File: config.mk
export PLATFORM = sky130hd
export DESIGN_NAME = sorted_priority_queue
export DESIGN_NICKNAME = d
export VERILOG_FILES = /design/src/rtl/core/spq_pkg.sv /design/src/rtl/core/sorted_priority_queue.sv /design/src/rtl/core/spq_cell.sv /design/src/rtl/core/spq_tail_tree.sv
export VERILOG_INCLUDE_DIRS = /design/src /design/src/rtl/core
export SDC_FILE = /design/constraint.sdc
export NUM_CORES = 2
export LEC_CHECK = 0
export ABC_AREA = 1
export BUFFER_PORTS_ARGS = -buffer_cell sky130_fd_sc_hd__buf_4
export CAP_MARGIN = 30
export CORE_MARGIN = 2
export CORE_UTILIZATION = 35
export CTS_BUF_LIST = sky130_fd_sc_hd__clkbuf_4
export CTS_CLUSTER_DIAMETER = 50
export DETAILED_ROUTE_END_ITERATION = 8
export GPL_ROUTABILITY_DRIVEN = 1
export GPL_TIMING_DRIVEN = 0
export HOLD_SLACK_MARGIN = 0.15
export SYNTH_ARGS = -nofsm -noshare
export SYNTH_HDL_FRONTEND = slang
export SYNTH_HIERARCHICAL = 1
export SYNTH_SLANG_ARGS = --single-unit
File: constraint.sdc
create_clock -name aclk -period 13.9 [get_ports aclk]
set_clock_uncertainty 0.05 [all_clocks]
set_input_delay 4.17 -clock aclk [delete_from_list [all_inputs] [get_ports aclk]]
set_output_delay 4.17 -clock aclk [all_outputs]
set_load 0.02 [all_outputs]
File: src/rtl/core/sorted_priority_queue_assert.svh
// Assertion macros shared by the sorted priority queue RTL.
`ifndef SORTED_PRIORITY_QUEUE_ASSERT_SVH
`define SORTED_PRIORITY_QUEUE_ASSERT_SVH

`ifndef NO_ASSERTIONS

// Checked on every rising edge of aclk while out of reset.
`define SPQ_ASSERT(label, prop, msg) \
    label: assert property (@(posedge aclk) disable iff (!aresetn) prop) else $error(msg);

// Checked on every rising edge of aclk, including during reset.
`define SPQ_ASSERT_ALWAYS(label, prop, msg) \
    label: assert property (@(posedge aclk) prop) else $error(msg);

`else

`define SPQ_ASSERT(label, prop, msg)

`define SPQ_ASSERT_ALWAYS(label, prop, msg)

`endif

`endif

File: src/rtl/core/spq_pkg.sv
// Types, constants and helpers shared by the sorted priority queue modules.
package spq_pkg;

    localparam int QUEUE_SLOTS = 64;
    localparam int CAPACITY    = QUEUE_SLOTS - 1;
    localparam int CNT_W       = $clog2(QUEUE_SLOTS);
    localparam int ENTRY_W     = 16;
    localparam int TREE_FANIN  = 8;
    localparam int TREE_LEVELS = (CAPACITY <= 8)   ? 1 :
                                 (CAPACITY <= 64)  ? 2 :
                                 (CAPACITY <= 512) ? 3 : 4;
    localparam int TREE_LEAVES = TREE_FANIN ** TREE_LEVELS;
    localparam int TREE_NODES  = TREE_LEAVES / TREE_FANIN;
    localparam int WAIT_W      = $clog2(TREE_LEVELS + 1);

    localparam logic [1:0] REQ_PUSH      = 2'd0;
    localparam logic [1:0] REQ_POP_FRONT = 2'd1;
    localparam logic [1:0] REQ_POP_BACK  = 2'd2;
    localparam logic [1:0] REQ_PEEK_BACK = 2'd3;

    typedef struct packed {
        logic [7:0]        id;
        logic signed [7:0] prio;
    } entry_t;

    typedef struct packed {
        logic             push;
        logic             pop_front;
        entry_t           new_entry;
        logic [CNT_W-1:0] count;
        logic [CNT_W-1:0] tail_idx;
    } cell_ctrl_t;

    typedef enum logic {
        ST_IDLE,
        ST_WAIT
    } state_t;

    // Count as reported on the result port: the low six bits.
    function automatic logic [5:0] count_field(input logic [CNT_W-1:0] c);
        logic [CNT_W+5:0] wide;
        wide = {6'b0, c};
        return wide[5:0];
    endfunction

endpackage

File: src/rtl/core/sorted_priority_queue.sv
// Top level of the sorted priority queue: cell chain, back-entry tree and request control.
// Push, pop front and any request on an empty queue: result valid in the cycle after acceptance.
// Pop back and peek back on a nonempty queue: the request waits in ST_WAIT while the
// registered OR tree for the back entry settles and until the result register is free.
// One item is in work at a time; push and pop front sustain one item every cycle while m_ready is high.
// Reset clears the entry count and the handshake state; cell contents are not cleared.
`include "sorted_priority_queue_assert.svh"

module sorted_priority_queue (
    input  logic              aclk,
    input  logic              aresetn,
    input  logic              s_valid,
    output logic              s_ready,
    input  logic [1:0]        s_req_type,
    input  logic [7:0]        s_entry_id,
    input  logic signed [6:0] s_base_priority,
    input  logic signed [5:0] s_nice_value,
    output logic              m_valid,
    input  logic              m_ready,
    output logic              m_ok,
    output logic [7:0]        m_out_entry,
    output logic signed [7:0] m_out_priority,
    output logic [5:0]        m_count,
    output logic              m_empty_res
);
    import spq_pkg::*;

    // Control state.
    state_t            state_reg;
    state_t            state_next;
    logic [CNT_W-1:0]  fill_reg;
    logic [CNT_W-1:0]  fill_next;
    logic [WAIT_W-1:0] wait_reg;
    logic [WAIT_W-1:0] wait_next;
    logic              pend_pop_reg;
    logic              pend_pop_next;

    // Result register.
    logic              m_valid_reg;
    logic              m_valid_next;
    logic              m_ok_reg;
    logic              m_ok_next;
    entry_t            m_entry_reg;
    entry_t            m_entry_next;
    logic [5:0]        m_count_reg;
    logic [5:0]        m_count_next;
    logic              m_empty_reg;
    logic              m_empty_next;

    logic              s_fire;
    logic              out_free;
    logic              full;
    logic              empty;
    entry_t            new_entry;
    cell_ctrl_t        ctrl;

    entry_t            cell_q    [CAPACITY];
    logic              after_q   [CAPACITY];
    entry_t            tail_leaf [CAPACITY];
    entry_t            tail_entry;

    // The result register frees up when it is empty or its item is being taken.
    assign out_free = !m_valid_reg || m_ready;
    assign s_ready  = (state_reg == ST_IDLE) && out_free;
    assign s_fire   = s_valid && s_ready;

    assign full  = fill_reg == CNT_W'(CAPACITY);
    assign empty = fill_reg == '0;

    // Combined priority always fits in eight bits, so a plain signed add does.
    assign new_entry.id   = s_entry_id;
    assign new_entry.prio = 8'(s_base_priority) + 8'(s_nice_value);

    // Every cell sees the same control word; the back is the cell at count minus one.
    always_comb begin
        ctrl.push      = s_fire && (s_req_type == REQ_PUSH) && !full;
        ctrl.pop_front = s_fire && (s_req_type == REQ_POP_FRONT) && !empty;
        ctrl.new_entry = new_entry;
        ctrl.count     = fill_reg;
        ctrl.tail_idx  = fill_reg - CNT_W'(1);
    end

    // The chain: slot zero is the front. On a push each cell at or past the insert
    // point takes its left neighbor's entry, and the first of them takes the new one.
    // On a pop front every cell takes its right neighbor's entry.
    for (genvar i = 0; i < CAPACITY; i++) begin : g_cell
        entry_t left_entry;
        logic   left_after;
        entry_t right_entry;

        if (i == 0) begin : g_first
            assign left_entry = new_entry;
            assign left_after = 1'b0;
        end else begin : g_inner
            assign left_entry = cell_q[i-1];
            assign left_after = after_q[i-1];
        end

        if (i == CAPACITY - 1) begin : g_last
            assign right_entry = cell_q[i];
        end else begin : g_mid
            assign right_entry = cell_q[i+1];
        end

        spq_cell u_cell (
            .aclk        (aclk),
            .idx         (CNT_W'(i)),
            .ctrl        (ctrl),
            .left_entry  (left_entry),
            .left_after  (left_after),
            .right_entry (right_entry),
            .cur_entry   (cell_q[i]),
            .after       (after_q[i]),
            .tail_leaf   (tail_leaf[i])
        );
    end

    // Only the back cell drives a nonzero leaf, so the OR of all leaves is the back entry.
    spq_tail_tree u_tail_tree (
        .aclk (aclk),
        .leaf (tail_leaf),
        .tail (tail_entry)
    );

    // Request control. Back requests wait in ST_WAIT until the tree output reflects
    // the current contents; nothing in the chain moves while they wait.
    always_comb begin
        state_next    = state_reg;
        fill_next     = fill_reg;
        wait_next     = wait_reg;
        pend_pop_next = pend_pop_reg;

        m_valid_next  = m_valid_reg && !m_ready;
        m_ok_next     = m_ok_reg;
        m_entry_next  = m_entry_reg;
        m_count_next  = m_count_reg;
        m_empty_next  = m_empty_reg;

        case (state_reg)
            ST_IDLE: begin
                if (s_fire) begin
                    case (s_req_type)
                        REQ_PUSH: begin
                            m_valid_next = 1'b1;
                            m_ok_next    = !full;
                            m_entry_next = full ? entry_t'('0) : new_entry;
                            fill_next    = full ? fill_reg : fill_reg + CNT_W'(1);
                        end
                        REQ_POP_FRONT: begin
                            m_valid_next = 1'b1;
                            m_ok_next    = !empty;
                            m_entry_next = empty ? entry_t'('0) : cell_q[0];
                            fill_next    = empty ? fill_reg : fill_reg - CNT_W'(1);
                        end
                        REQ_POP_BACK, REQ_PEEK_BACK: begin
                            if (empty) begin
                                m_valid_next = 1'b1;
                                m_ok_next    = 1'b0;
                                m_entry_next = '0;
                            end else begin
                                state_next    = ST_WAIT;
                                wait_next     = '0;
                                pend_pop_next = s_req_type == REQ_POP_BACK;
                            end
                        end
                        default: begin
                            m_valid_next = 1'b1;
                            m_ok_next    = 1'b0;
                            m_entry_next = '0;
                        end
                    endcase
                    m_count_next = count_field(fill_next);
                    m_empty_next = fill_next == '0;
                end
            end
            ST_WAIT: begin
                if (wait_reg == WAIT_W'(TREE_LEVELS)) begin
                    if (out_free) begin
                        m_valid_next = 1'b1;
                        m_ok_next    = 1'b1;
                        m_entry_next = tail_entry;
                        fill_next    = pend_pop_reg ? fill_reg - CNT_W'(1) : fill_reg;
                        m_count_next = count_field(fill_next);
                        m_empty_next = fill_next == '0;
                        state_next   = ST_IDLE;
                    end
                end else begin
                    wait_next = wait_reg + WAIT_W'(1);
                end
            end
            default: begin
                state_next = ST_IDLE;
            end
        endcase
    end

    always_ff @(posedge aclk) begin
        if (!aresetn) begin
            state_reg    <= ST_IDLE;
            fill_reg     <= '0;
            wait_reg     <= '0;
            pend_pop_reg <= 1'b0;
            m_valid_reg  <= 1'b0;
        end else begin
            state_reg    <= state_next;
            fill_reg     <= fill_next;
            wait_reg     <= wait_next;
            pend_pop_reg <= pend_pop_next;
            m_valid_reg  <= m_valid_next;
        end
    end

    always_ff @(posedge aclk) begin
        m_ok_reg    <= m_ok_next;
        m_entry_reg <= m_entry_next;
        m_count_reg <= m_count_next;
        m_empty_reg <= m_empty_next;
    end

    assign m_valid        = m_valid_reg;
    assign m_ok           = m_ok_reg;
    assign m_out_entry    = m_entry_reg.id;
    assign m_out_priority = m_entry_reg.prio;
    assign m_count        = m_count_reg;
    assign m_empty_res    = m_empty_reg;

    // The entry count never passes the capacity of the chain.
    `SPQ_ASSERT(a_fill_in_range, fill_reg <= CNT_W'(CAPACITY), "entry count above capacity")

    // A pop front on a nonempty queue removes exactly one entry.
    `SPQ_ASSERT(a_pop_front_count, (s_fire && s_req_type == REQ_POP_FRONT && !empty) |=> (fill_reg == $past(fill_reg) - CNT_W'(1)), "pop front did not decrement count")

    // A push with room left reports success on the next cycle.
    `SPQ_ASSERT(a_push_ok, (s_fire && s_req_type == REQ_PUSH && !full) |=> (m_valid_reg && m_ok_reg), "accepted push not reported as success")

    // While a back request waits for the tree no other result is pending.
    `SPQ_ASSERT(a_wait_no_result, (state_reg == ST_WAIT) |-> !m_valid_reg, "result pending during back lookup")

    // Reset leaves the queue empty with no result pending.
    `SPQ_ASSERT_ALWAYS(a_reset_clears, !aresetn |=> (fill_reg == '0 && !m_valid_reg && state_reg == ST_IDLE), "reset did not clear control state")

endmodule

File: src/rtl/core/spq_cell.sv
// One storage cell of the sorted chain: holds one entry and shifts with its neighbors.
module spq_cell (
    input  logic                     aclk,
    input  logic [spq_pkg::CNT_W-1:0] idx,
    input  spq_pkg::cell_ctrl_t      ctrl,
    input  spq_pkg::entry_t          left_entry,
    input  logic                     left_after,
    input  spq_pkg::entry_t          right_entry,
    output spq_pkg::entry_t          cur_entry,
    output logic                     after,
    output spq_pkg::entry_t          tail_leaf
);
    import spq_pkg::*;

    entry_t entry_reg;
    entry_t entry_next;
    logic   occupied;
    logic   beats;

    always_comb begin
        occupied = idx < ctrl.count;
        beats    = occupied && (ctrl.new_entry.prio > entry_reg.prio);
        // The list is sorted, so every cell at or past the insert point sees this.
        after    = beats || !occupied;

        entry_next = entry_reg;
        if (ctrl.push && after) begin
            entry_next = left_after ? left_entry : ctrl.new_entry;
        end else if (ctrl.pop_front) begin
            entry_next = right_entry;
        end

        tail_leaf = (idx == ctrl.tail_idx) ? entry_reg : '0;
    end

    always_ff @(posedge aclk) begin
        entry_reg <= entry_next;
    end

    assign cur_entry = entry_reg;

endmodule

File: src/rtl/core/spq_tail_tree.sv
// Registered OR tree that collects the one entry flagged as the back of the queue.
module spq_tail_tree (
    input  logic            aclk,
    input  spq_pkg::entry_t leaf [spq_pkg::CAPACITY],
    output spq_pkg::entry_t tail
);
    import spq_pkg::*;

    logic [ENTRY_W-1:0] leaf_pad [TREE_LEAVES];
    logic [ENTRY_W-1:0] node_reg [TREE_LEVELS][TREE_NODES];

    always_comb begin
        for (int i = 0; i < TREE_LEAVES; i++) begin
            leaf_pad[i] = '0;
            if (i < CAPACITY) begin
                leaf_pad[i] = leaf[i];
            end
        end
    end

    always_ff @(posedge aclk) begin
        for (int k = 0; k < TREE_NODES; k++) begin
            logic [ENTRY_W-1:0] acc;
            acc = '0;
            for (int j = 0; j < TREE_FANIN; j++) begin
                acc = acc | leaf_pad[k * TREE_FANIN + j];
            end
            node_reg[0][k] <= acc;
        end
        for (int l = 1; l < TREE_LEVELS; l++) begin
            for (int k = 0; k < TREE_NODES; k++) begin
                logic [ENTRY_W-1:0] acc;
                acc = '0;
                for (int j = 0; j < TREE_FANIN; j++) begin
                    if (k * TREE_FANIN + j < TREE_NODES) begin
                        acc = acc | node_reg[l-1][k * TREE_FANIN + j];
                    end
                end
                node_reg[l][k] <= acc;
            end
        end
    end

    assign tail = node_reg[TREE_LEVELS-1][0];

endmodule
==> results.py <==
metrics = {
    "synthesis": {
        "ys.warnings.count": 6,
        "netlist.area_leader.share": 0.295,
        "synthArstFlopShare": 0,
        "ys_seq_elements": 1187,
        "ys_top_cells_by_area": "edfxtp_1 29%, nand2_1 14%, inv_1 11%, mux2_2 10%, ha_1 9.9%",
        "ys_top_cells_by_count": "3802 x nand2_1, 2980 x inv_1, 1561 x nor2_1, 1153 x nand3_1, 1032 x edfxtp_1",
        "netlist_instances": 14347,
        "synth_cell_types": 41,
        "syn_area_sq_um": 105000,
        "seq_area_frac_synth": 0.324,
        "ys.flop_type": "edfxtp_1",
        "yosysMostFrequentCell": "nand2_1",
        "syn_avg_cell_area_sq_um": 7.33,
        "synth_top_area_cell": "edfxtp_1",
        "synth_edf_count": 1032,
    },
    "route": {
        "drt-wirelength-per-cell_um": 16.0,
        "drt-initial-drc-count": 7345,
        "vias": 91038,
        "wl_um": 318000,
        "drc": 0,
        "drt-pass1-iter-count": 6,
        "ant_nets": 0,
        "viasPerCell": 4.58,
    },
    "critical_path": {
        "worst-path-max-fanout": 4,
        "required_ps": 9680,
        "end_kind": "output port",
        "r2r_cells": 15,
        "rr_startpoint": "fill_reg[0]$_SDFFE_PN0P_",
        "critPathKind": "input pin to output port",
        "r2r_slack_ps": 9150,
        "reg2reg_to": "u_tail_tree/node_reg[0][27]$_DFF_P_",
        "critPathLaunchType": "input pin",
        "arrival_ps": 4730,
    },
    "run": {
        "maxCapViolCount": 0,
    },
    "clocking": {
        "cts-root-buf": "clkbuf_4",
        "cts_made_buffers": 358,
        "cts_sinks": 1187,
        "htreeDepth": 5,
        "holdBufCountCts": 0,
        "cts_resized": 0,
        "clk_pin_slew_ps": 60,
        "clock_latency_ps": 1320,
        "cts_setup_buffers": 0,
        "clk_path_buf_depth": 4,
        "cts_tree": "yes",
    },
    "hold_path": {
        "hp-start": "wait_reg[1]$_SDFFE_PN0P_",
        "holdPathStages": 2,
        "hold_class": "flop to flop",
        "min_to": "wait_reg[1]$_SDFFE_PN0P_",
    },
    "floorplanning": {
        "io_pins": 53,
        "initial_utilization": 0.351,
        "rows": 201,
        "core_area_sq_um": 299000,
        "die_x_um": 552,
        "die_area_sq_um": 305000,
        "die_y_um": 552,
    },
    "grt": {
        "grt_pass1_wl_um": 489000,
        "grt_antenna_before_repair": 15,
        "gr-total-overflow": 0,
        "grt_max_degree": 60,
        "first_global_vias": 85582,
        "track_usage": 0.202,
    },
    "cells_and_area": {
        "area_growth_pct": 13.9,
        "largest_reg_flops": 1008,
        "nets": 16495,
        "n_fill_cell": 31410,
        "layout-drive-gt1-share": 0.147,
        "fin_area_sq_um": 120000,
        "final_util": 0.400,
    },
    "timing": {
        "hold_violations": 0,
        "period_share": 0.644,
        "finalSetupViolations": 0,
        "setup_slack_ps": 4950,
        "rsz0062_at_grt": "false",
        "setup-tns-final_ps": 0,
        "slew-limit-headroom": 0.388,
        "period_needed_ps": 8950,
        "fmax_mhz": 112,
        "slew_viol_final": 0,
        "tightest_slew_ps": 918,
    },
    "placed_design": {
        "gp_congestion": 0.879,
        "placed_area_sq_um": 115000,
        "portBuffers": 51,
        "hpwl_um": 245000,
        "preCtsSetupSlack_ps": 4400,
    },
    "pwr": {
        "ir_worst_vdd_mv": 0.0722,
        "leakagePower_nw": 62.2,
        "p_per_area_nw_per_um2": 119,
    },
    "run_status": {
        "status": "finished clean",
    },
}
-- area by class of cell --
class / instances / area [sq um] / share of cell area
plain buffers: 453 / 2810 / 0.0235
clock inverters: 119 / 748 / 0.00625
clock buffers: 508 / 3810 / 0.0319
flip-flops and latches: 1187 / 34100 / 0.285
diodes: 6 / 15.0 / 0.000125
repair buffers: 112 / 1800 / 0.0150
well taps: 3958 / 4950 / 0.0414
multi-input cells: 10541 / 60300 / 0.503
inverters: 2984 / 11200 / 0.0937
-- kinds of logic after synthesis --
| logic type | Yosys count | share of synthesized area |
|---|---|---|
| and+or+nand+nor | 6935 | 0.279 |
| buffers and inverters | 3437 | 0.133 |
| DFF | 1187 | 0.324 |
| muxes | 945 | 0.101 |
| adders and majority gates | 831 | 0.0990 |
| AOI/OAI and AO/OA | 688 | 0.0366 |
| xor gates and xnor gates | 322 | 0.0269 |
| other | 2 | 0.0000714 |
-- critical path: stages --
cell and delay (ps):
buf_4 110, nor2_2 210, nor2_2 70, buf_4 160
-- where the power goes --
group          internal, mW  switching [mW]  total [mW]
logic                  2.26            3.62        5.88
clock network          1.85            1.70        3.55
registers              4.44           0.361        4.81
total                  8.55            5.68        14.2
-- stage by stage --
| step | hold WS [ps] | std cells | power (mW) |
|---|---|---|---|
| after floorplan | 397 | 15165 | 8.90 |
| after global placement | 414 | 19174 | 10.6 |
| after detailed placement | 415 | 19235 | 10.7 |
| after CTS | 424 | 19862 | 14.3 |
| after global routing | 457 | 19865 | 15.2 |
| final | 426 | 19868 | 14.2 |
-- placed cells by master (no fill, tap or decap), types with 69 or more instances in the layout --
| cell | count |
|---|---|
| nor2_2 | 69 |
| nand4_1 | 70 |
| xor2_1 | 126 |
| buf_2 | 294 |
| nor2_1 | 1559 |
| nand2_1 | 3799 |
| conb_1 | 820 |
| inv_1 | 2979 |
| buf_4 | 118 |
| clkinv_1 | 82 |
| mux2_2 | 945 |
| a21oi_1 | 308 |
| ha_1 | 829 |
| o21ai_0 | 240 |
| xnor2_1 | 190 |
| nand2_4 | 130 |
| dfxtp_1 | 149 |
| clkbuf_4 | 508 |
| nand3_1 | 1153 |
| edfxtp_1 | 1032 |
-- metal layers --
| metal | part of all wire | global-route usage |
|---|---|---|
| met1 | 0.46 | 0.278 |
| met2 | 0.45 | 0.329 |
| met3 | 0.059 | 0.0240 |
| met4 | 0.029 | 0.0618 |
| met5 | 0.00012 | 0 |
-- worst max-delay path by stage --
stage	start	end	slack, ps	depth (start not counted)
after floorplan	s_base_priority[2]	g_cell[11].u_cell/cur_entry[7]$_DFFE_PP_	1860	19
after detailed placement	s_base_priority[3]	g_cell[51].u_cell/cur_entry[13]$_DFFE_PP_	4400	22
after global placement	s_base_priority[2]	g_cell[54].u_cell/cur_entry[7]$_DFFE_PP_	-5600	19
after global routing	m_ready	s_ready	4920	4
final	m_ready	s_ready	4950	4
after CTS	m_ready	s_ready	4960	4
(Power assumes the default switching activity.)
